[src/sv/kcl_pkg.sv]
// kcl_pkg: types, codes and helpers for the keypad code lock
// used by the channel interfaces, kcl_fsm and keypad_code_lock_core
package kcl_pkg;

  localparam int KEY_W       = 4;
  localparam int CODE_W      = 20;
  localparam int CODE_DIGITS = 5;
  localparam int FAIL_W      = 4;
  localparam int CNT_W       = 3;
  localparam int PHASE_W     = 2;
  localparam int EV_W        = 3;
  localparam int CFG_IDX_W   = 2;
  localparam int CFG_DATA_W  = 20;

  localparam int CODE_LEN_DEF = 5;

  localparam logic [CODE_W-1:0] USER_CODE_RST = 20'd463427;
  localparam logic [CODE_W-1:0] PASS_CODE_RST = 20'd213527;
  localparam logic [FAIL_W-1:0] MAX_FAIL_RST  = 4'd3;

  // configuration register indexes
  localparam logic [CFG_IDX_W-1:0] REG_USER_CODE = 2'd0;
  localparam logic [CFG_IDX_W-1:0] REG_PASS_CODE = 2'd1;
  localparam logic [CFG_IDX_W-1:0] REG_MAX_FAIL  = 2'd2;

  // phase codes as seen on the result channel
  localparam logic [PHASE_W-1:0] PH_USER  = 2'd0;
  localparam logic [PHASE_W-1:0] PH_PASS  = 2'd1;
  localparam logic [PHASE_W-1:0] PH_GRANT = 2'd2;
  localparam logic [PHASE_W-1:0] PH_LOCK  = 2'd3;

  typedef enum logic [EV_W-1:0] {
    EV_DIGIT    = 3'd0,
    EV_USER_OK  = 3'd1,
    EV_USER_BAD = 3'd2,
    EV_GRANTED  = 3'd3,
    EV_WRONG    = 3'd4,
    EV_LOCKED   = 3'd5,
    EV_REPEAT   = 3'd6,
    EV_IGNORED  = 3'd7
  } ev_t;

  typedef enum logic [3:0] {
    ST_USER  = 4'b0001,
    ST_PASS  = 4'b0010,
    ST_GRANT = 4'b0100,
    ST_LOCK  = 4'b1000
  } state_t;

  typedef struct packed {
    logic [KEY_W-1:0]   echo_key;
    logic               echo_valid;
    ev_t                event_res;
    logic [PHASE_W-1:0] phase;
    logic [FAIL_W-1:0]  failures;
  } res_t;

  // expected digit at a position, zero beyond the stored digits
  function automatic logic [KEY_W-1:0] code_digit(input logic [CODE_W-1:0] code,
                                                  input logic [CNT_W-1:0] pos);
    logic [31:0] ext;
    ext = {12'd0, code};
    if (pos < CNT_W'(CODE_DIGITS)) begin
      return ext[{pos, 2'b00} +: KEY_W];
    end
    return '0;
  endfunction

endpackage

[src/sv/kcl_in_if.sv]
// kcl_in_if: key press channel, valid/ready with one key per transfer
// depends on kcl_pkg
interface kcl_in_if;
  logic                      valid;
  logic                      ready;
  logic [kcl_pkg::KEY_W-1:0] key;

  modport source (output valid, output key, input ready);
  modport sink   (input valid, input key, output ready);
endinterface

[src/sv/kcl_out_if.sv]
// kcl_out_if: result channel, valid/ready with one result per transfer
// depends on kcl_pkg
interface kcl_out_if;
  logic                        valid;
  logic                        ready;
  logic [kcl_pkg::KEY_W-1:0]   echo_key;
  logic                        echo_valid;
  logic [kcl_pkg::EV_W-1:0]    event_res;
  logic [kcl_pkg::PHASE_W-1:0] phase;
  logic [kcl_pkg::FAIL_W-1:0]  failures;

  modport source (output valid, output echo_key, output echo_valid, output event_res,
                  output phase, output failures, input ready);
  modport sink   (input valid, input echo_key, input echo_valid, input event_res,
                  input phase, input failures, output ready);
endinterface

[src/sv/kcl_fsm.sv]
// kcl_fsm: login state machine, configuration registers and per-press result
// depends on kcl_pkg
module kcl_fsm #(
  parameter int CODE_LEN = kcl_pkg::CODE_LEN_DEF
) (
  input  logic                            clk,
  input  logic                            rst_n,
  input  logic                            cfg_we,
  input  logic [kcl_pkg::CFG_IDX_W-1:0]   cfg_idx,
  input  logic [kcl_pkg::CFG_DATA_W-1:0]  cfg_wdata,
  input  logic                            step_en,
  input  logic [kcl_pkg::KEY_W-1:0]       key,
  output kcl_pkg::res_t                   res
);

  localparam logic [kcl_pkg::CNT_W:0] LEN_W = (kcl_pkg::CNT_W + 1)'(CODE_LEN);

  logic [kcl_pkg::CODE_W-1:0] user_code_r;
  logic [kcl_pkg::CODE_W-1:0] pass_code_r;
  logic [kcl_pkg::FAIL_W-1:0] max_fail_r;

  kcl_pkg::state_t            state_r, state_nxt;
  logic [kcl_pkg::CNT_W-1:0]  cnt_r, cnt_nxt;
  logic                       mismatch_r, mismatch_nxt;
  logic [kcl_pkg::FAIL_W-1:0] fail_r, fail_nxt;

  logic                       in_entry;
  logic                       last;
  logic                       bad;
  logic [kcl_pkg::CODE_W-1:0] code;
  logic [kcl_pkg::FAIL_W-1:0] fail_inc;
  kcl_pkg::ev_t               ev;

  always_ff @(posedge clk) begin
    if (!rst_n) begin
      user_code_r <= kcl_pkg::USER_CODE_RST;
      pass_code_r <= kcl_pkg::PASS_CODE_RST;
      max_fail_r  <= kcl_pkg::MAX_FAIL_RST;
    end else if (cfg_we) begin
      unique case (cfg_idx)
        kcl_pkg::REG_USER_CODE: user_code_r <= cfg_wdata[kcl_pkg::CODE_W-1:0];
        kcl_pkg::REG_PASS_CODE: pass_code_r <= cfg_wdata[kcl_pkg::CODE_W-1:0];
        kcl_pkg::REG_MAX_FAIL:  max_fail_r  <= cfg_wdata[kcl_pkg::FAIL_W-1:0];
        default: ;
      endcase
    end
  end

  assign in_entry = (state_r == kcl_pkg::ST_USER) || (state_r == kcl_pkg::ST_PASS);
  assign code     = (state_r == kcl_pkg::ST_USER) ? user_code_r : pass_code_r;
  assign bad      = mismatch_r || (key != kcl_pkg::code_digit(code, cnt_r));
  assign last     = ({1'b0, cnt_r} + 1'b1) >= LEN_W;
  assign fail_inc = (fail_r == '1) ? fail_r : fail_r + 1'b1;

  always_comb begin
    state_nxt    = state_r;
    cnt_nxt      = cnt_r;
    mismatch_nxt = mismatch_r;
    fail_nxt     = fail_r;
    ev           = kcl_pkg::EV_IGNORED;
    unique case (state_r)
      kcl_pkg::ST_USER, kcl_pkg::ST_PASS: begin
        if (last) begin
          cnt_nxt      = '0;
          mismatch_nxt = 1'b0;
          if (state_r == kcl_pkg::ST_USER) begin
            if (bad) begin
              ev = kcl_pkg::EV_USER_BAD;
            end else begin
              ev        = kcl_pkg::EV_USER_OK;
              state_nxt = kcl_pkg::ST_PASS;
            end
          end else if (!bad) begin
            ev        = kcl_pkg::EV_GRANTED;
            state_nxt = kcl_pkg::ST_GRANT;
          end else begin
            fail_nxt = fail_inc;
            if (fail_inc >= max_fail_r) begin
              ev        = kcl_pkg::EV_LOCKED;
              state_nxt = kcl_pkg::ST_LOCK;
            end else begin
              ev = kcl_pkg::EV_WRONG;
            end
          end
        end else begin
          ev           = kcl_pkg::EV_DIGIT;
          cnt_nxt      = cnt_r + 1'b1;
          mismatch_nxt = bad;
        end
      end
      kcl_pkg::ST_GRANT: ev = kcl_pkg::EV_REPEAT;
      kcl_pkg::ST_LOCK:  ev = kcl_pkg::EV_IGNORED;
      default:           ev = kcl_pkg::EV_IGNORED;
    endcase
  end

  always_ff @(posedge clk) begin
    if (!rst_n) begin
      state_r    <= kcl_pkg::ST_USER;
      cnt_r      <= '0;
      mismatch_r <= 1'b0;
      fail_r     <= '0;
    end else if (step_en) begin
      state_r    <= state_nxt;
      cnt_r      <= cnt_nxt;
      mismatch_r <= mismatch_nxt;
      fail_r     <= fail_nxt;
    end
  end

  always_comb begin
    res.echo_key   = in_entry ? key : '0;
    res.echo_valid = in_entry;
    res.event_res  = ev;
    res.failures   = fail_nxt;
    unique case (state_nxt)
      kcl_pkg::ST_USER:  res.phase = kcl_pkg::PH_USER;
      kcl_pkg::ST_PASS:  res.phase = kcl_pkg::PH_PASS;
      kcl_pkg::ST_GRANT: res.phase = kcl_pkg::PH_GRANT;
      kcl_pkg::ST_LOCK:  res.phase = kcl_pkg::PH_LOCK;
      default:           res.phase = kcl_pkg::PH_LOCK;
    endcase
  end

`ifndef NO_ASSERTIONS
  a_lock_holds: assert property (@(posedge clk) disable iff (!rst_n)
    state_r == kcl_pkg::ST_LOCK |=> state_r == kcl_pkg::ST_LOCK)
    else $error("lock left without reset");

  a_fail_monotonic: assert property (@(posedge clk) disable iff (!rst_n)
    rst_n |=> fail_r >= $past(fail_r))
    else $error("failure count decreased");

  a_cnt_bound: assert property (@(posedge clk) disable iff (!rst_n)
    {1'b0, cnt_r} < LEN_W)
    else $error("digit count past code length");

  a_entry_end: assert property (@(posedge clk) disable iff (!rst_n)
    step_en && in_entry && last |=> cnt_r == '0 && !mismatch_r)
    else $error("entry state not cleared at end of code");
`endif

endmodule

[src/sv/keypad_code_lock_core.sv]
// keypad_code_lock_core: two-step keypad code lock with failure lockout
// pipeline: input register key_r, then result register res_r; the result is valid
//   in the cycle after its key advances out of the input register
// throughput: one press per cycle while out_ch.ready; result register frees as it is taken
// reset: synchronous active-low rst_n returns to user entry with zero failures and
//   restores the default codes and failure limit; depends on kcl_pkg, kcl_fsm, kcl_*_if
module keypad_code_lock_core #(
  parameter int CODE_LEN = kcl_pkg::CODE_LEN_DEF
) (
  input  logic                            clk,
  input  logic                            rst_n,
  kcl_in_if.sink                          in_ch,
  kcl_out_if.source                       out_ch,
  input  logic                            cfg_we,
  input  logic [kcl_pkg::CFG_IDX_W-1:0]   cfg_idx,
  input  logic [kcl_pkg::CFG_DATA_W-1:0]  cfg_wdata
);

  logic                      in_vld_r;
  logic [kcl_pkg::KEY_W-1:0] key_r;
  logic                      out_vld_r;
  kcl_pkg::res_t             res_r;
  kcl_pkg::res_t             res;
  logic                      adv;

  assign adv         = in_vld_r && (!out_vld_r || out_ch.ready);
  assign in_ch.ready = !in_vld_r || adv;

  always_ff @(posedge clk) begin
    if (!rst_n) begin
      in_vld_r <= 1'b0;
    end else if (in_ch.ready) begin
      in_vld_r <= in_ch.valid;
    end
  end

  always_ff @(posedge clk) begin
    if (in_ch.valid && in_ch.ready) begin
      key_r <= in_ch.key;
    end
  end

  kcl_fsm #(
    .CODE_LEN (CODE_LEN)
  ) u_fsm (
    .clk       (clk),
    .rst_n     (rst_n),
    .cfg_we    (cfg_we),
    .cfg_idx   (cfg_idx),
    .cfg_wdata (cfg_wdata),
    .step_en   (adv),
    .key       (key_r),
    .res       (res)
  );

  always_ff @(posedge clk) begin
    if (!rst_n) begin
      out_vld_r <= 1'b0;
    end else if (adv) begin
      out_vld_r <= 1'b1;
    end else if (out_ch.ready) begin
      out_vld_r <= 1'b0;
    end
  end

  always_ff @(posedge clk) begin
    if (adv) begin
      res_r <= res;
    end
  end

  assign out_ch.valid      = out_vld_r;
  assign out_ch.echo_key   = res_r.echo_key;
  assign out_ch.echo_valid = res_r.echo_valid;
  assign out_ch.event_res  = res_r.event_res;
  assign out_ch.phase      = res_r.phase;
  assign out_ch.failures   = res_r.failures;

endmodule
[src/flat_wrapper.sv]
// flat-port wrapper written by rule: the top's interface ports become plain ports
module keypad_code_lock_core_flat 
#(
  parameter int CODE_LEN = kcl_pkg::CODE_LEN_DEF
)
  (clk, rst_n, cfg_we, cfg_idx, cfg_wdata, in_ch_valid, in_ch_key, in_ch_ready, out_ch_valid, out_ch_echo_key, out_ch_echo_valid, out_ch_event_res, out_ch_phase, out_ch_failures, out_ch_ready);
  kcl_in_if in_ch_i ();
  kcl_out_if out_ch_i ();
  input  logic clk;
  input  logic rst_n;
  input  logic cfg_we;
  input  logic [kcl_pkg::CFG_IDX_W-1:0] cfg_idx;
  input  logic [kcl_pkg::CFG_DATA_W-1:0] cfg_wdata;
  input wire logic [$bits(in_ch_i.valid)-1:0] in_ch_valid;
  input wire logic [$bits(in_ch_i.key)-1:0] in_ch_key;
  output wire logic [$bits(in_ch_i.ready)-1:0] in_ch_ready;
  output wire logic [$bits(out_ch_i.valid)-1:0] out_ch_valid;
  output wire logic [$bits(out_ch_i.echo_key)-1:0] out_ch_echo_key;
  output wire logic [$bits(out_ch_i.echo_valid)-1:0] out_ch_echo_valid;
  output wire logic [$bits(out_ch_i.event_res)-1:0] out_ch_event_res;
  output wire logic [$bits(out_ch_i.phase)-1:0] out_ch_phase;
  output wire logic [$bits(out_ch_i.failures)-1:0] out_ch_failures;
  input wire logic [$bits(out_ch_i.ready)-1:0] out_ch_ready;
  assign in_ch_i.valid = in_ch_valid;
  assign in_ch_i.key = in_ch_key;
  assign in_ch_ready = in_ch_i.ready;
  assign out_ch_valid = out_ch_i.valid;
  assign out_ch_echo_key = out_ch_i.echo_key;
  assign out_ch_echo_valid = out_ch_i.echo_valid;
  assign out_ch_event_res = out_ch_i.event_res;
  assign out_ch_phase = out_ch_i.phase;
  assign out_ch_failures = out_ch_i.failures;
  assign out_ch_i.ready = out_ch_ready;
  keypad_code_lock_core #(.CODE_LEN(CODE_LEN)) u_core (.clk(clk), .rst_n(rst_n), .in_ch(in_ch_i), .out_ch(out_ch_i), .cfg_we(cfg_we), .cfg_idx(cfg_idx), .cfg_wdata(cfg_wdata));
endmodule
[config.mk]
export PLATFORM = sky130hd
export DESIGN_NAME = keypad_code_lock_core_flat
export DESIGN_NICKNAME = d
export VERILOG_FILES = /design/src/sv/kcl_pkg.sv /design/src/sv/kcl_in_if.sv /design/src/sv/kcl_out_if.sv /design/src/sv/kcl_fsm.sv /design/src/sv/keypad_code_lock_core.sv /design/src/flat_wrapper.sv
export SDC_FILE = /design/constraint.sdc
export NUM_CORES = 1
export LEC_CHECK = 0
export ABC_AREA = 0
export BUFFER_PORTS_ARGS = -buffer_cell sky130_fd_sc_hd__buf_2
export CAP_MARGIN = 20
export CORE_AREA = 2 2 95 97
export DETAILED_ROUTE_END_ITERATION = 12
export DIE_AREA = 0 0 97 99
export PLACE_DENSITY = 0.65
export SETUP_SLACK_MARGIN = 0.4
export SLEW_MARGIN = 5
export SYNTH_ARGS = -nofsm -noshare
export SYNTH_HDL_FRONTEND = slang
export SYNTH_SLANG_ARGS = --single-unit
[constraint.sdc]
create_clock -name clk -period 2.7 [get_ports clk]
set_input_delay 0.54 -clock clk [delete_from_list [all_inputs] [get_ports clk]]
set_output_delay 0.54 -clock clk [all_outputs]
set_load 0.01 [all_outputs]
---- Word-level counts from Yosys, hierarchy flattened ----
Cells that the tools add are included.
operators by class
  $add $sub $neg .......................... 3
  multiply operators ...................... 0
  div/mod/pow operators ................... 0
  magnitude comparators ................... 3
  equality and inequality tests ........... 10
  shifts and indexed selects .............. 1
  muxes and demuxes ....................... 26
  bitwise operators ....................... 0
  reduce and logical (&&, ||, !) cells .... 15
operators with widths
  kind                                                 count
  two-way mux 4 bit                                    13
  variable part select 32 x 6 -> 4 bit                 1
  two-way mux 20 bit                                   1
  two-way mux 3 bit                                    4
  equality test 4 x 1 -> 1 bit, second input constant  2
  equality test 4 x 2 -> 1 bit, second input constant  2
  equality test 4 x 3 -> 1 bit, second input constant  2
  AND reduction 2 bit                                  4
  one-hot mux 2 bit (3 select lines)                   1
  one-hot mux 3 bit (2 select lines)                   1
  two-way mux 1 bit                                    5
  adder 3 x 1 -> 4 bit, second input constant          1
  adder 4 x 1 -> 4 bit, second input constant          1
  equality test 4 bit, second input constant           1
  >= comparator 4 x 3 -> 1 bit, second input constant  1
  >= comparator 4 bit                                  1
  logical OR 1 bit                                     4
  != test 4 bit                                        1
  adder 3 x 1 -> 3 bit, second input constant          1
  less-than comparator 3 bit, second input constant    1
  equality test 2 x 1 -> 1 bit, second input constant  1
  equality test 2 bit, second input constant           1
  logical AND 1 bit                                    2
  logical NOT 1 bit                                    2
  4 further kinds                                      4
storage, ports and cells
  flip-flop bits (word level) ............. 76
  bits in latches ......................... 0
  RAM bits ................................ 0
  memory bits (read-only) ................. 0
  logic and storage cells ................. 73
  memories kept ........................... 0

---- Longest topological paths before layout ----
  word-level depth ........................ 13
  depth in mapped cells ................... 12
  mapped depth without buffers ............ 12

---- Modules after synthesis ----
A second synthesis with hierarchy kept.
second synthesis, totals
  cell total of the unflattened synthesis .. 394
  area total of the unflattened synthesis .. 3559.7 um2
modules (own cells, without submodules)
  module                 times used  cells an instance  area an instance (um2)  sequential area each (um2)
  kcl_fsm                1           367                2915.3                  1121.1
  keypad_code_lock_core  1           27                 644.4                   580.6

---- Least setup slack after synthesis ----
OpenSTA, ideal clock, no wires.
  kind .................................... register to register
  from .................................... register u_core.u_fsm.state_r[1]
  to ...................................... register u_core.res_r (netlist bit u_core.out_ch.event_res[1]) (data pin)
  setup time .............................. 265 ps
  arrival time ............................ 2479 ps
  data required time ...................... 2435 ps
  slack ................................... -44 ps
  stages on the path, launching flop included .. 13
  cell sequence ........................... dfxtp_1 > clkbuf_2 > nor4b_4 > buf_6 > mux2_2 > a21oi_1 > a32oi_1 > nor4_2 > nand4_2 > buf_6 > ha_1 > nand2_1 > nand2_1
RTL lines
  item                    line                         source
  from (decl)             kcl_fsm.sv:22                kcl_pkg::state_t state_r, state_nxt;
  from (signal assigned)  kcl_fsm.sv:99                state_r <= kcl_pkg::ST_USER;
  from (signal assigned)  kcl_fsm.sv:104               state_r <= state_nxt;
  to (signal assigned)    keypad_code_lock_core.sv:68  res_r <= res;
  to (decl)               keypad_code_lock_core.sv:22  kcl_pkg::res_t res_r;

==> qor.yml <==
logic_synthesis:
  synth_ff_type: "dfxtp_1"
  synth.area.top_cells: "dfxtp_1, edfxtp_1, nand2_1, mux2i_1, a21boi_0"
  synth_top_area_frac: 0.311
  synth_area_um2: 3740
  syn_nets: 446
  yosysTopAreaCell: "dfxtp_1"
  ys_types: 52
  ys_seq_area_frac: 0.455
  synth_seq_cells: 76
  syn_avg_cell_area_um2: 9.18
  synth_warnings: 0
  yosysMostFrequentCell: "nand2_1"
  ys_top_cells_by_count: "nand2_1, dfxtp_1, a21boi_0"
  syn_inst: 407
  synth_edf_count: 18
  synth-async-reset-ratio: 0
worst_setup_path:
  cp.required_ns: 2.79
  rr_worst_depth: 10
  crit_cells: 10
  reg2reg_slack_ns: -0.04
  crit_chain: "nor4b_4, buf_6, mux2_4, a221oi_2, mux2i_2, nor4_4, buf_4, nand4_1, a21oi_1, or3_1"
  startpoint: "u_core.u_fsm.state_r[1]$_SDFFE_PN0P_"
  path_delay_family: "simple AND/OR/NAND/NOR gates"
  cpPeakStageDelay_ns: 0.35
  cp-end-kind: "flop"
  worstSetupStartpointType: "flop"
  path_buf_inv: 2
  endpoint: "u_core.out_ch.event_res[0]$_DFFE_PP_"
  slowest_stage: "or3_1"
  r2r-end: "u_core.out_ch.event_res[0]$_DFFE_PP_"
  arrival_ns: 2.83
  path_class: "reg2reg"
  crit_fanout: 5
  r2r-start: "u_core.u_fsm.state_r[1]$_SDFFE_PN0P_"
clock_network:
  tritoncts: "yes"
  numCtsBuffers: 9
  clock-sinks: 76
  root_buffer: "clkbuf_8"
  holdBufCountCts: 0
  clockBufferDepth: 2
  clock_latency_ns: 0.34
  htree_levels: 3
  path_clk_slew_ns: 0.08
drt:
  routed_wirelength_um: 8830
  drc: 0
  num_vias: 3071
  firstDrtPassIters: 4
  wire_per_inst_um: 15.2
  viasPerCell: 5.28
  drtAntennaViolNets: 0
  first_iter_violations: 128
floorplanning:
  die-area_um2: 9600
  core_region_area_um2: 8550
  ioPinCount: 47
  fp.dieH_um: 99
  start_util: 0.437
  rows: 34
  fp.dieW_um: 97
finish:
  syn_to_final_growth_pct: 25.1
  final_layout_size_suffix_gt1_frac: 0.291
  layout.nets: 508
  fin_area_um2: 4680
  antennaDiodeCount: 0
global_route:
  antenna_found_initial: 0
  grt_max_degree: 42
  grt_usage: 0.193
  grt_pass1_vias: 3074
  grt_pass1_wl_um: 14900
  grt-ovfl-total: 0
sta:
  tns_ns: -0.0867
  setup-violations-final: 4
  fin_ws_ns: -0.0363
  fin_skew_ns: 0.00429
  slew_headroom: 0.472
  finalHoldViolations: 0
  period_share: 1.01
  rsz0062_at_grt: "true"
  worst-slew-pin-transition_ns: 0.792
  maxSlewViolCount: 0
  min_period_ns: 2.74
  hold_ws_ns: 0.365
  max_freq_mhz: 365
outcome:
  status: "finished, violations left"
  violations: "setup timing"
placement:
  place_hpwl_um: 6060
  postPlaceCellArea_um2: 4220
  gp_congestion: 0.845
  place_ws_ns: -0.196
  port_buffers: 46
pwr:
  powerDensity_nw_per_um2: 519
  power_w: 0.00243
  ir_worst_vdd_mv: 0.289
  leakage_nw: 1.90
min_path:
  min_path_type: "in2reg"
flow_run:
  drv_cap: 0
-- routing by layer --
metal | track usage | part of all wire | vias to the layer above | wire length, um
met5 | 0 | 0 | - | 0
met4 | 0.0802 | 0.014 | 0 | 121
met3 | 0.0319 | 0.045 | 12 | 394
met2 | 0.316 | 0.49 | 77 | 4290
met1 | 0.257 | 0.46 | 1447 | 4020
li1 | - | - | 1535 | -
-- cell families (layout without fill, tap and decap cells) --
group / Yosys count / after routing / share of synthesized area
simple gates: 194 / 195 / 0.250
flops: 76 / 76 / 0.455
compound gates: 58 / 58 / 0.112
buf+inv: 35 / 101 / 0.0408
mux: 32 / 32 / 0.105
fa+ha+maj: 8 / 8 / 0.0268
xor+xnor: 4 / 4 / 0.00938
-- through the flow --
| stage | utilization | std cells |
|---|---|---|
| CTS | 0.534 | 581 |
| global route | 0.547 | 582 |
| detailed placement | 0.494 | 560 |
| floorplan | - | 407 |
| global placement | 0.494 | 560 |
| finish | 0.547 | 582 |
-- worst min-delay path by stage --
| stage | startpoint | to | slack [ns] | cells after the start |
|---|---|---|---|---|
| after detailed placement | u_core.u_fsm.user_code_r[2]$_SDFFE_PN0P_ | u_core.u_fsm.user_code_r[2]$_SDFFE_PN0P_ | 0.46 | 2 |
| after global placement | u_core.u_fsm.pass_code_r[14]$_SDFFE_PN1P_ | u_core.u_fsm.pass_code_r[14]$_SDFFE_PN1P_ | 0.45 | 2 |
| after global routing | in_ch_key[3] | u_core.key_r[3]$_DFFE_PP_ | 0.34 | 1 |
| after floorplan | u_core.u_fsm.user_code_r[0]$_SDFFE_PN1P_ | u_core.u_fsm.user_code_r[0]$_SDFFE_PN1P_ | 0.44 | 2 |
| final | in_ch_key[3] | u_core.key_r[3]$_DFFE_PP_ | 0.36 | 1 |
| after CTS | in_ch_key[3] | u_core.key_r[3]$_DFFE_PP_ | 0.35 | 1 |
-- cell type report --
class,instances,area (um^2)
Multi-Input combinational cell,297,2100
Tap cell,108,135
Timing Repair Buffer,75,498
Clock inverter,7,81.3
Sequential cell,76,1700
Clock buffer,9,124
Inverter,10,37.5
Fill cell,761,3870
-- flip-flops by register name, summed over array words and instances (netlist names), 4 cells and up --
register                  flops
u_core.out_ch.failures        4
u_core.u_fsm.pass_code_r     20
u_core.u_fsm.max_fail_r       4
u_core.key_r                  4
u_core.u_fsm.state_r          4
u_core.u_fsm.fail_r           4
u_core.u_fsm.user_code_r     20
u_core.out_ch.echo_key        4
-- what timing repair did --
item | in CTS | in global routing
hold endpoints to repair | 0 | 0
endpoints found under the setup margin | 18 | 18
gates cloned | 1 | 1
pin swaps | 4 | 5
setup buffers | 4 | 0
resized for setup | 22 | 16
-- cells in the final DEF, fill, tap and decap left out, types with 5 or more instances in the layout --
master / n
a21boi_0: 24
a21oi_1: 7
and2_1: 6
buf_2: 46
buf_4: 24
clkbuf_8: 9
dfxtp_1: 57
edfxtp_1: 18
ha_1: 6
inv_1: 10
mux2_2: 5
mux2i_1: 13
mux2i_2: 6
mux4_2: 5
nand2_1: 104
nand3_1: 20
nor2_1: 14
nor2b_1: 11
nor3_1: 6
o21ai_0: 6
-- power breakdown --
part | total [W] | leakage [nW] | internal [W] | switching [W]
Combinational | 0.000277 | 1.15 | 0.000128 | 0.000149
Clock | 0.000917 | 0.105 | 0.000508 | 0.000409
Sequential | 0.00123 | 0.642 | 0.00121 | 0.0000284
Total | 0.00243 | 1.90 | 0.00184 | 0.000587
Note: power is estimated with default switching activity, not from simulation.
